<file path="src/sv/psa_sqrt_stage.sv">
// One result bit of the pipelined integer square root, with side payload.
module psa_sqrt_stage #(
  parameter int SW    = 32,
  parameter int PW    = 16,
  parameter int BIT   = 0,
  parameter int SIDEW = 8
) (
  input  logic             clk,
  input  logic             rst_n,
  input  logic             en,
  input  logic             v_i,
  input  logic [SW-1:0]    x_i,
  input  logic [PW-1:0]    r_i,
  input  logic [SIDEW-1:0] side_i,
  output logic             v_r,
  output logic [SW-1:0]    x_r,
  output logic [PW-1:0]    r_r,
  output logic [SIDEW-1:0] side_r
);

  logic [SW:0]   trial;
  logic          take;
  logic [SW-1:0] x_nxt;
  logic [PW-1:0] r_nxt;

  // trial = 2*r*2^BIT + 4^BIT; keep the bit when it fits in the remainder
  always_comb begin
    trial = ((SW+1)'(r_i) << (BIT + 1)) + ((SW+1)'(1) << (2 * BIT));
    take  = ({1'b0, x_i} >= trial);
    x_nxt = take ? SW'({1'b0, x_i} - trial) : x_i;
    r_nxt = take ? (r_i | (PW'(1) << BIT)) : r_i;
  end

  always_ff @(posedge clk) begin
    if (!rst_n) begin
      v_r <= 1'b0;
    end else if (en) begin
      v_r <= v_i;
    end
  end

  always_ff @(posedge clk) begin
    if (en) begin
      x_r    <= x_nxt;
      r_r    <= r_nxt;
      side_r <= side_i;
    end
  end

endmodule

</file>
<file path="config.mk">
export PLATFORM = sky130hd
export DESIGN_NAME = psa_sqrt_stage
export DESIGN_NICKNAME = d
export VERILOG_FILES = /design/src/sv/psa_sqrt_stage.sv
export SDC_FILE = /design/constraint.sdc
export NUM_CORES = 1
export LEC_CHECK = 0
export ABC_CLOCK_PERIOD_IN_PS = 2500
export BUFFER_PORTS_ARGS = -buffer_cell sky130_fd_sc_hd__buf_2
export CAP_MARGIN = 10
export CORE_MARGIN = 1
export CORE_UTILIZATION = 45
export CTS_CLUSTER_DIAMETER = 150
export DETAILED_ROUTE_END_ITERATION = 8
export GPL_ROUTABILITY_DRIVEN = 0
export PLACE_DENSITY = 0.76
export SLEW_MARGIN = 30
export SYNTH_ARGS = -nofsm -noshare
export SYNTH_HDL_FRONTEND = slang
export SYNTH_SLANG_ARGS = --single-unit
export TNS_END_PERCENT = 50
</file>
<file path="constraint.sdc">
create_clock -name clk -period 2.5 [get_ports clk]
set_input_delay 0.125 -clock clk [delete_from_list [all_inputs] [get_ports clk]]
set_output_delay 0.125 -clock clk [all_outputs]
set_load 0.03 [all_outputs]
</file>
Word-level counts from Yosys, hierarchy flattened

Index checks and enable logic that the tools add are counted.

Add/sub/neg operators: 2
Order comparisons: 1
Multiplexer cells: 1

Operator list:

| operator                | count |
|---|---|
| $ge A32 B18 Y1          | 1 |
| $mux W32                | 1 |
| $sub A32 B18 Y32        | 1 |
| $add A17 B1 Y18 const B | 1 |

Register bits after elaboration: 57
Bits of input ports: 60
Output and inout bits: 57

Longest topological paths before layout

Word-level depth: 3
Gate-level depth with buffers: 11
Depth with buffers taken out: 10

Worst setup path after synthesis

Ideal clock, no wire load.

Path type: in2reg
From: input port r_i[3]
To: register x_r[17] (data pin)
Library setup time: 0.258 ns
Arrival time: 2.077 ns
Data required time: 2.242 ns
Setup slack: 0.165 ns
Stages: 9
Buffers on the path: 0
Path through: inv_1 ha_1 a21oi_1 o211ai_1 a221oi_2 o21ai_0 a22o_4 or3b_1 xnor2_1

Longest elaborated chain between the ends: 3
Elaborated cells between the ends (all ways): 4

RTL lines:

| item                                                      | RTL line | text |
|---|---|---|
| start: declaration                                        | 13       | `input logic [PW-1:0] r_i,` |
| $add A17 B1 Y18 (*)                                       | 28       | `trial = ((SW+1)'(r_i) << (BIT + 1)) + ((SW+1)'(1) << (2 * BIT));` |
| $sub A32 B18 Y32 / $ge A32 B18 Y1 (equally long branches) | 30, 29   |  |
| $mux W32 (*)                                              | 30       | `x_nxt = take ? SW'({1'b0, x_i} - trial) : x_i;` |
| via x_nxt[17]                                             | 23       | `logic [SW-1:0] x_nxt;` |
| end signal: assignment                                    | 44       | `x_r <= x_nxt;` |
| end: declaration                                          | 16       | `output logic [SW-1:0] x_r,` |

The timed path passes the listed nets; every way through them passes the cells marked *.
A chain may end at the register's enable or synchronous reset.

Final worst setup path

From: input port r_i[3]
To: register x_r[23] (data pin)

The elaborated chain is that of the path after synthesis.

==> impl_summary.log <==
INFO  metric run_status = completed
INFO  metric max_freq = about 430 MHz
INFO  metric drtPass1Iterations = 4
INFO  metric fp.dieW = 87.0 um
INFO  metric worst_pin_slew = approximately 0.63 ns
INFO  metric design.final.nets = ~530
INFO  metric fin_cells = roughly 560
INFO  metric max-clock-path-buffers = 2
INFO  metric worstSetupPathType = in2reg
INFO  metric dominant_synthesized_flop_cell = edfxtp_1
INFO  metric first_iter_violations = 150
INFO  metric cells_after_dpl = between 500 and 600
INFO  metric hold-path-endpoint = v_r
INFO  metric post_route_cells_drive_above_1_share = around 38%
INFO  metric post-layout-total-power = between 2000 and 3000 uW
INFO  metric timing.max_cap.violations = 0
INFO  metric antennaDiodeCount = 0
INFO  metric final-max-slew-violation-count = 0
INFO  metric postSynth.asyncResetShare = 0%
INFO  metric synth_commonest_cells = edfxtp_1 (56), nand2_1 (30), inv_1 (20)
INFO  metric numClockSinks = 57
INFO  metric core.rowCount = 30
INFO  metric first_pass_grt_wire_length = 12300 um
INFO  metric drcViolationCount = 0
INFO  metric critPathMaxFanout = 5
INFO  metric timing.critical_path.required = roughly 2.6 ns
INFO  metric netlist_top_cells_area = edfxtp_1 (52%), ha_1 (6.5%), xnor2_1 (4.6%)
INFO  metric hold_viol_final = 0
INFO  metric syn-cell-area = 3250 um2
INFO  metric post_synth_num_cell_types = between 50 and 60
INFO  metric cts_root_buffer = clkbuf_8
INFO  metric grt_max_degree = 34
INFO  metric hp-class = in2reg
INFO  metric grt_pass1_vias = 2677
INFO  metric io_pins = around 120
INFO  metric worst_max_slew_margin_expressed_relative_to_the_limit = ~58%
INFO  metric rsz0062_at_grt = no
INFO  metric worst_hold_path.num_cells = 2
INFO  metric yosys_register_bits = between 50 and 60
INFO  metric setup_violations = 0
INFO  metric layout-area-overhead-vs-synth = 40.6%
INFO  metric number_of_antenna_violations_at_the_first_check_in_global_routing = 0
INFO  metric clock_skew = 0 ns
INFO  metric vias = 2883
INFO  metric worst_skew_pair.late_latency = between 0.3 and 0.4 ns
INFO  metric min_period_over_period = between 90% and 100%
INFO  metric route.antenna.remaining_nets = 0
INFO  metric synth-warning-count = 0
INFO  metric cp-start-kind = input port
INFO  metric vdd_ir_drop_max = about 0.00029 V
INFO  metric setup.reg_to_reg.worst_slack = roughly 1.9 ns
INFO  metric final_total_negative_setup_slack = 0 ns
INFO  metric synth_top_area_cell = edfxtp_1
INFO  metric overflow = 0
INFO  metric post_synth.cell_area_avg = 11.3 um2
INFO  metric worstPathArrival = between 2 and 2.5 ns
INFO  metric die_area = around 7600 um2
INFO  metric cts.htree.levels = 3
INFO  metric post-synth-top-area-fraction = a little over 50%
INFO  metric tritoncts_clock_tree = yes
INFO  metric post_drt_via_cell_ratio = about 5.2
INFO  metric worst_r2r_endpoint = v_r
INFO  metric fp.dieH = 87.0 um
INFO  metric grt_usage = a little over a fifth
INFO  metric post_drt_wl_per_cell = roughly 15 um
INFO  metric num-fill-cells = 608
INFO  metric io_buffer_count = ~120
INFO  metric pd_cells = slightly above 600 nW/um2
INFO  metric placeableCoreArea = around 6900 um2
INFO  metric clkSlewWorstSetupHoldPaths = 0.07 ns
INFO  metric worstHoldStart = rst_n
INFO  metric p_leak = a little under 0.002 uW
INFO  metric proportion_of_synthesized_chip_area_in_sequential_cells = between 50% and 60%
INFO  metric crit_path_end_kind = flip-flop
INFO  metric rr_startpoint = v_r
INFO  metric totalWireLength = 8130 um
INFO  metric number_of_synthesized_flops_with_an_enable_pin = 56
INFO  metric tritoncts.num_buffers = 9
INFO  metric post-synth-top-count-cell = edfxtp_1
INFO  metric synthesized_netlist_net_count = roughly 370
INFO  metric initial_core_utilization = between 40 and 50%
INFO  metric post-dp-hpwl = 5790 um
INFO  metric rr_worst_depth = 2
INFO  metric post_synth_inst_count = around 290
INFO  metric fin_crit = approximately 2.4 ns
==> timing repair <==
| item | in CTS | in global routing |
|---|---|---|
| resized for setup | 0 | 8 |
| hold buffers | 23 | 0 |
| hold endpoints to repair | 23 | 0 |
| endpoints found under the setup margin | 0 | 16 |
| setup buffers | 0 | 0 |
==> placed cells by master, fill, tap and decap left out, types with 13 or more instances in the layout <==
master and count:
buf_2 115, edfxtp_1 56, nand2_1 30, dlygate4sd3_1 22, inv_1 20, buf_4 20, a21oi_1 19, o21ai_1 16
xnor2_1 16, ha_1 16, nor2_1 15, xor2_1 13
==> power breakdown <==
part	leakage [uW]	internal [uW]	switching, uW	total [uW]
Clock	0.0000897	453	371	824
Combinational	0.00134	289	484	773
Sequential	0.000557	1170	25.2	1200
Total	0.00199	1920	880	2800
==> how the worst max path moves through the flow <==
stage	startpoint	slack, ns	cells past startpoint	end
final	r_i[3]	0.15	11	x_r[23]
after CTS	r_i[15]	0.01	11	x_r[1]
after global routing	r_i[3]	0.02	10	x_r[21]
after floorplan	r_i[3]	0.17	9	x_r[17]
after global placement	r_i[0]	-0.17	10	x_r[27]
after detailed placement	r_i[3]	-0.15	10	x_r[27]
==> final cells by class <==
cell class | instances | area [um2] | area share, %
well taps | 96 | 120 | 2.63
repair buffers | 160 | 998 | 21.8
inverters | 20 | 75.1 | 1.64
clock buffers | 10 | 128 | 2.79
multi-input cells | 208 | 1490 | 32.6
flip-flops and latches | 57 | 1700 | 37.2
clock inverters | 6 | 58.8 | 1.29
==> kinds of logic (layout without fill, tap and decap cells) <==
family,after synthesis,in the layout,share of synthesized area (%)
AO/OA/AOI/OAI,66,66,13.1
XOR/XNOR,30,30,8.07
adder cells (fa/ha/maj),18,18,7.15
buffers and inverters,23,196,3.23
flip-flops,57,57,52.3
multiplexers,2,2,0.654
AND/OR/NAND/NOR,92,92,15.5
==> worst max-delay path: stages <==
cell and delay, ns:
buf_2 0.09, inv_1 0.04, ha_1 0.33, a21oi_1 0.23
o211ai_1 0.21, buf_4 0.21, a221o_1 0.32, a21oi_1 0.25
nor4_1 0.12, o41ai_1 0.29, o21ai_0 0.19
==> routing by layer <==
layer | wire (um) | share of wire [%] | GRT usage [%]
met1 | 3530 | 43 | 26.4
met2 | 4130 | 51 | 36.9
met3 | 346 | 4.3 | 3.22
met4 | 125 | 1.5 | 7.58
met5 | 0 | 0 | 0
==> stage by stage <==
stage               hold WS, ns  utilization (%)  setup slack (ns)  instance area, um2
floorplan                 0.224                -             0.165                3250
global placement          0.302             59.6            -0.172                4120
detailed placement        0.304             59.6            -0.153                4120
CTS                      0.0143             65.6            0.0127                4530
global route             0.0209             66.2            0.0173                4570
finish                   0.0153             66.2             0.148                4570
==> flip-flops by register name (all words and copies together), names as in the netlist <==
register and flops:
x_r 32, r_r 16, v_r 1, side_r 8
(Power assumes the default switching activity.)
