$ cat config.mk
export PLATFORM = sky130hd
export DESIGN_NAME = psa_div_stage
export DESIGN_NICKNAME = d
export VERILOG_FILES = /design/src/sv/psa_div_stage.sv
export SDC_FILE = /design/constraint.sdc
export NUM_CORES = 1
export LEC_CHECK = 0
export BUFFER_PORTS_ARGS = -buffer_cell sky130_fd_sc_hd__buf_2
export CAP_MARGIN = 5
export CORE_AREA = 2 2 94 118
export CTS_BUF_LIST = sky130_fd_sc_hd__clkbuf_8
export CTS_CLUSTER_DIAMETER = 60
export DETAILED_ROUTE_END_ITERATION = 8
export DIE_AREA = 0 0 96 120
export PLACE_DENSITY = 0.75
export SETUP_SLACK_MARGIN = 0.2
export SLEW_MARGIN = 20
export SYNTH_ARGS = -nofsm -noshare
export SYNTH_HDL_FRONTEND = slang
export SYNTH_SLANG_ARGS = --single-unit
$ cat constraint.sdc
create_clock -name clk -period 5.2 [get_ports clk]
set_clock_uncertainty 0.05 [all_clocks]
set_input_delay 0 -clock clk [delete_from_list [all_inputs] [get_ports clk]]
set_output_delay 0 -clock clk [all_outputs]
set_load 0.005 [all_outputs]
$ cat src/sv/psa_div_stage.sv
// One quotient bit of the restoring divider for all three channels.
module psa_div_stage #(
  parameter int N     = 8,
  parameter int BIT   = 0,
  parameter int SIDEW = 8
) (
  input  logic                   clk,
  input  logic                   rst_n,
  input  logic                   en,
  input  logic                   v_i,
  input  logic [N-1:0]           d_i,
  input  logic [2:0][2*N-1:0]    rem_i,
  input  logic [2:0][N-1:0]      q_i,
  input  logic [SIDEW-1:0]       side_i,
  output logic                   v_r,
  output logic [N-1:0]           d_r,
  output logic [2:0][2*N-1:0]    rem_r,
  output logic [2:0][N-1:0]      q_r,
  output logic [SIDEW-1:0]       side_r
);

  logic [2*N-1:0]          dsh;
  logic [2:0][2*N-1:0]     rem_nxt;
  logic [2:0][N-1:0]       q_nxt;

  // subtract the shifted divisor where it fits
  always_comb begin
    dsh = (2*N)'(d_i) << BIT;
    for (int i = 0; i < 3; i++) begin
      if (rem_i[i] >= dsh) begin
        rem_nxt[i] = rem_i[i] - dsh;
        q_nxt[i]   = q_i[i] | (N'(1) << BIT);
      end else begin
        rem_nxt[i] = rem_i[i];
        q_nxt[i]   = q_i[i];
      end
    end
  end

  always_ff @(posedge clk) begin
    if (!rst_n) begin
      v_r <= 1'b0;
    end else if (en) begin
      v_r <= v_i;
    end
  end

  always_ff @(posedge clk) begin
    if (en) begin
      d_r    <= d_i;
      rem_r  <= rem_nxt;
      q_r    <= q_nxt;
      side_r <= side_i;
    end
  end

endmodule

# Yosys cells after proc, flatten, opt, wreduce, memory -nomap -nowiden
# Cells that the tools add are included.
[op_classes]
magnitude_cmp = 3
mux = 3
add_sub_neg = 3
[op_table]
columns = ["op", "n"]
rows = [
  ["$ge 16x8->1", 3],
  ["$mux 16", 3],
  ["$sub 16x8->16", 3],
]
[word_totals]
input_bits = 92
regBits = 89
wordCells = 21
out_inout_bits = 89

# Logic depth before layout (Yosys ltp)
[depth]
depth_word = 2
mapped_depth = 11
ltp_nobuf = 9

# Least setup slack after synthesis
# Ideal clock, no wire load.
[synth_path]
path_type = "input to register"
from = "in rem_i[32] (netlist name)"
to = "reg rem_r[41] (netlist name) (data pin)"
t_required_ns = 4.871
arrival_ns = 1.932
setup_time_ns = 0.279
slack_ns = 2.938
stages = 10
path_cell_list = "inv_1 > ha_1 > fa_1 > nor2b_1 > o21ai_0 > a21boi_0 > o21ai_0 > clkbuf_1 > a2111oi_0 > xor2_1"
[synth_lines]
columns = ["item", "line_no", "source"]
rows = [
  ["start, declared", "12", "input logic [2:0][2*N-1:0] rem_i,"],
  ["end signal, assigned", "51", "rem_r <= rem_nxt;"],
  ["end, declared", "17", "output logic [2:0][2*N-1:0] rem_r,"],
]

==> flow_metrics.env <==
export IMPL_synth_area_per_cell_um2=12.93
export IMPL_critical_path_arrival_ns=3.39
export IMPL_final_layout_size_suffix_gt1_frac=0.3365
export IMPL_place_port_buffers=180
export IMPL_reg2regPathDepth=3
export IMPL_yosysTopAreaCell="sky130_fd_sc_hd__edfxtp_1"
export IMPL_seq_area_frac_synth=0.5835
export IMPL_crit_path_end_kind="register"
export IMPL_area_sequential_um2=2663
export IMPL_dp_cells=659
export IMPL_tns_ns=0
export IMPL_global_route_overflow_total=0
export IMPL_grt_max_degree=90
export IMPL_cts_hold_buffers=90
export IMPL_power_leakage_uw=0.002887
export IMPL_place_hpwl_um=8180
export IMPL_finalSetupViolations=0
export IMPL_met1_usage=0.2456
export IMPL_ir_worst_vdd_uv=164.7
export IMPL_flow_area_growth_from_synthesis_pct=46.89
export IMPL_run_status="complete, no violations"
export IMPL_synth_warning_count=0
export IMPL_synthesized_area_fraction_occupied_by_ao_oa_aoi_and_oai_cells=0.09981
export IMPL_ys_types=49
export IMPL_drt_wirelength_per_cell_um=15.93
export IMPL_timing_final_hold_violations=0
export IMPL_via_per_instance_ratio=5.082
export IMPL_die_x_um=96
export IMPL_r2r_setup_slack_ns=4.00
export IMPL_fmax_mhz=301.1
export IMPL_via_count=3893
export IMPL_max_slew_margin_rel=0.3114
export IMPL_clock_tree_root_cell="sky130_fd_sc_hd__clkbuf_8"
export IMPL_kind_of_start_point_of_the_critical_path="primary input"
export IMPL_timing_worst_slew_pin_value_ns=1.022
export IMPL_die_area_um2=11520
export IMPL_synth_top_flop_cell="sky130_fd_sc_hd__edfxtp_1"
export IMPL_route_detailed_drc=0
export IMPL_synth_ff_latch_count=89
export IMPL_grt_met3_usage=0.02637
export IMPL_synth_fa_ha_area_frac=0.07897
export IMPL_clk_path_buf_depth=2
export IMPL_synth_simple_gate_area_share=0.1204
export IMPL_cts_clk_slew_worst_paths_ns=0.09
export IMPL_synth_area_mux_share=0.03044
export IMPL_num_fill_cells=827
export IMPL_xor_xnor_fraction_of_synth_area=0.06526
export IMPL_row_count=42
export IMPL_cts_buffers=9
export IMPL_finish_net_count=747
export IMPL_synth_edf_count=88
export IMPL_die_height_um=120
export IMPL_min_period_over_period=0.6386
export IMPL_path_class_of_the_lowest_slack_min_delay_path="in -> reg"
export IMPL_maximum_capacitance_violations=0
export IMPL_postCtsSetupRepairBufs=0
export IMPL_initial_utilization=0.4363
export IMPL_ant_nets=0
export IMPL_finalNonFillerCells=766
export IMPL_synth_fp_nets=472
export IMPL_clock_tree_htree_level_count=3
export IMPL_io_pins=181
export IMPL_powerDensity_nw_per_um2=265.4
export IMPL_grt_antenna_before_repair=1
export IMPL_drtPass1Iterations=4
export IMPL_synthTopCellsByArea="sky130_fd_sc_hd__edfxtp_1 (58%), sky130_fd_sc_hd__ha_1 (6.6%), sky130_fd_sc_hd__xnor2_1 (3.8%)"
export IMPL_detail_route_iter0_violations=243
export IMPL_core_um2=10460
export IMPL_syn_cell_area_um2=4563
export IMPL_peak_usage_layer_in_the_global_routing_report="met2"
export IMPL_drt_total_wl_um=12200
export IMPL_final_period_minus_worst_setup_slack_ns=3.321
export IMPL_tritoncts="yes"
export IMPL_cts_resized=0
export IMPL_hold_crit_depth=3
export IMPL_rsz0062_at_grt="no"
export IMPL_cts_num_sinks=89
export IMPL_number_of_pins_exceeding_their_max_slew_limit_in_the_final_report=0
export IMPL_critical_path_class="in -> reg"
export IMPL_global_route_wire_length_before_repair_um=18690
export IMPL_number_of_global_route_vias_before_repair=3949
export IMPL_clk_latency_ns=0.36
export IMPL_globalplace_congestion=0.8690
export IMPL_area_fraction_of_the_dominant_cell_type_after_synthesis=0.5791
export IMPL_synth_top_family_by_area="simple AND/OR/NAND/NOR gates"
export IMPL_critPathRequiredTime_ns=5.26
export IMPL_area_of_combinational_cells_with_multiple_inputs_um2=1802
export IMPL_syn_inst=353
export IMPL_gr_usage_all_layers=0.2126
export IMPL_synth_async_reset_ratio=0
export IMPL_critPathMaxFanout=11
export IMPL_met2_usage=0.3746
[cell type report]
| class | count | area share |
|---|---|---|
| clock buffer | 9 | 0.01848 |
| multi-input combinational | 242 | 0.2688 |
| inverter | 16 | 0.008960 |
| sequential | 89 | 0.3972 |
| clock inverter | 7 | 0.01176 |
| timing repair buffer | 270 | 0.2697 |
| antenna | 1 | 0.0003733 |
| tap | 132 | 0.02464 |
[layer usage]
| layer | routed length (µm) | part of all wire |
|---|---|---|
| met5 | 0 | 0 |
| met4 | 471 | 0.039 |
| met3 | 698 | 0.057 |
| met2 | 6327 | 0.52 |
| met1 | 4702 | 0.39 |
[flip-flops by register name, summed over array words and instances, names as in the netlist]
signal,count
v_r,1
side_r,8
d_r,8
q_r,24
rem_r,48
[cell families after synthesis]
group / count (synthesis)
buffers and inverters: 22
AO/OA/AOI/OAI: 70
XOR/XNOR: 34
adder cells (fa/ha/maj): 27
multiplexers: 12
flip-flops: 89
AND/OR/NAND/NOR: 99
[synthesized netlist by cell type (4+ instances only)]
cell                       instances
sky130_fd_sc_hd__inv_1            16
sky130_fd_sc_hd__nand4_1           6
sky130_fd_sc_hd__o21a_1           12
sky130_fd_sc_hd__nor3_1           11
sky130_fd_sc_hd__a21oi_1          22
sky130_fd_sc_hd__nor2b_1           7
sky130_fd_sc_hd__a21o_1            4
sky130_fd_sc_hd__o21ai_0          11
sky130_fd_sc_hd__xnor2_1          20
sky130_fd_sc_hd__and3_1            5
sky130_fd_sc_hd__xor2_1           14
sky130_fd_sc_hd__nor2_1           29
sky130_fd_sc_hd__or4_1             5
sky130_fd_sc_hd__mux2_2            7
sky130_fd_sc_hd__edfxtp_1         88
sky130_fd_sc_hd__nand2_1           7
sky130_fd_sc_hd__nand3_1           6
sky130_fd_sc_hd__ha_1             24
sky130_fd_sc_hd__nand2b_1          5
[critical path: stages]
cell	delay, ns
sky130_fd_sc_hd__dlygate4sd3_1	0.54
sky130_fd_sc_hd__buf_2	0.13
sky130_fd_sc_hd__inv_1	0.12
sky130_fd_sc_hd__ha_1	0.30
sky130_fd_sc_hd__nor2b_1	0.16
sky130_fd_sc_hd__o21ai_0	0.19
sky130_fd_sc_hd__a21boi_0	0.19
sky130_fd_sc_hd__o21ai_0	0.84
sky130_fd_sc_hd__nand3_1	0.51
sky130_fd_sc_hd__mux2_2	0.41
[per-stage QoR]
stage / area, µm² / hold slack (ns) / total power [µW] / setup slack, ns / utilization
6_report: 6703 / 0.01665 / 1779 / 1.879 / 0.6409
5_1_grt: 6703 / 0.02066 / 1859 / 1.608 / 0.6409
4_1_cts: 6696 / 0.009462 / 1785 / 1.935 / 0.6403
3_5_place_dp: 5593 / 0.1284 / 1242 / 2.083 / 0.5348
3_3_place_gp: 5593 / 0.1268 / 1232 / 2.256 / 0.5348
2_1_floorplan: 4563 / 0.04887 / 1077 / 2.938 / -
[cells in the final DEF, fill, tap and decap left out, types with 7 or more instances in the layout]
cell	n
sky130_fd_sc_hd__buf_2	179
sky130_fd_sc_hd__dlygate4sd3_1	90
sky130_fd_sc_hd__edfxtp_1	88
sky130_fd_sc_hd__nor2_1	29
sky130_fd_sc_hd__ha_1	24
sky130_fd_sc_hd__a21oi_1	22
sky130_fd_sc_hd__xnor2_1	20
sky130_fd_sc_hd__inv_1	16
sky130_fd_sc_hd__xor2_1	14
sky130_fd_sc_hd__o21a_1	12
sky130_fd_sc_hd__nor3_1	11
sky130_fd_sc_hd__o21ai_0	11
sky130_fd_sc_hd__clkbuf_8	9
sky130_fd_sc_hd__nor2b_1	7
sky130_fd_sc_hd__mux2_2	7
sky130_fd_sc_hd__nand2_1	7
[power breakdown]
part | switching [µW] | leakage (µW) | internal (µW)
registers | 18.6 | 0.000871 | 877
logic | 185 | 0.00192 | 206
clock network | 265 | 0.0000994 | 227
total | 469 | 0.00289 | 1310
[path summary, 6_finish.rpt]
path,start,end
hold / removal,rem_i[17],rem_r[17]
setup / recovery,d_i[2],rem_r[34]
hold reg to reg,v_r,v_r
setup reg to reg,v_r,v_r
Note: power is estimated with default switching activity, not from simulation.
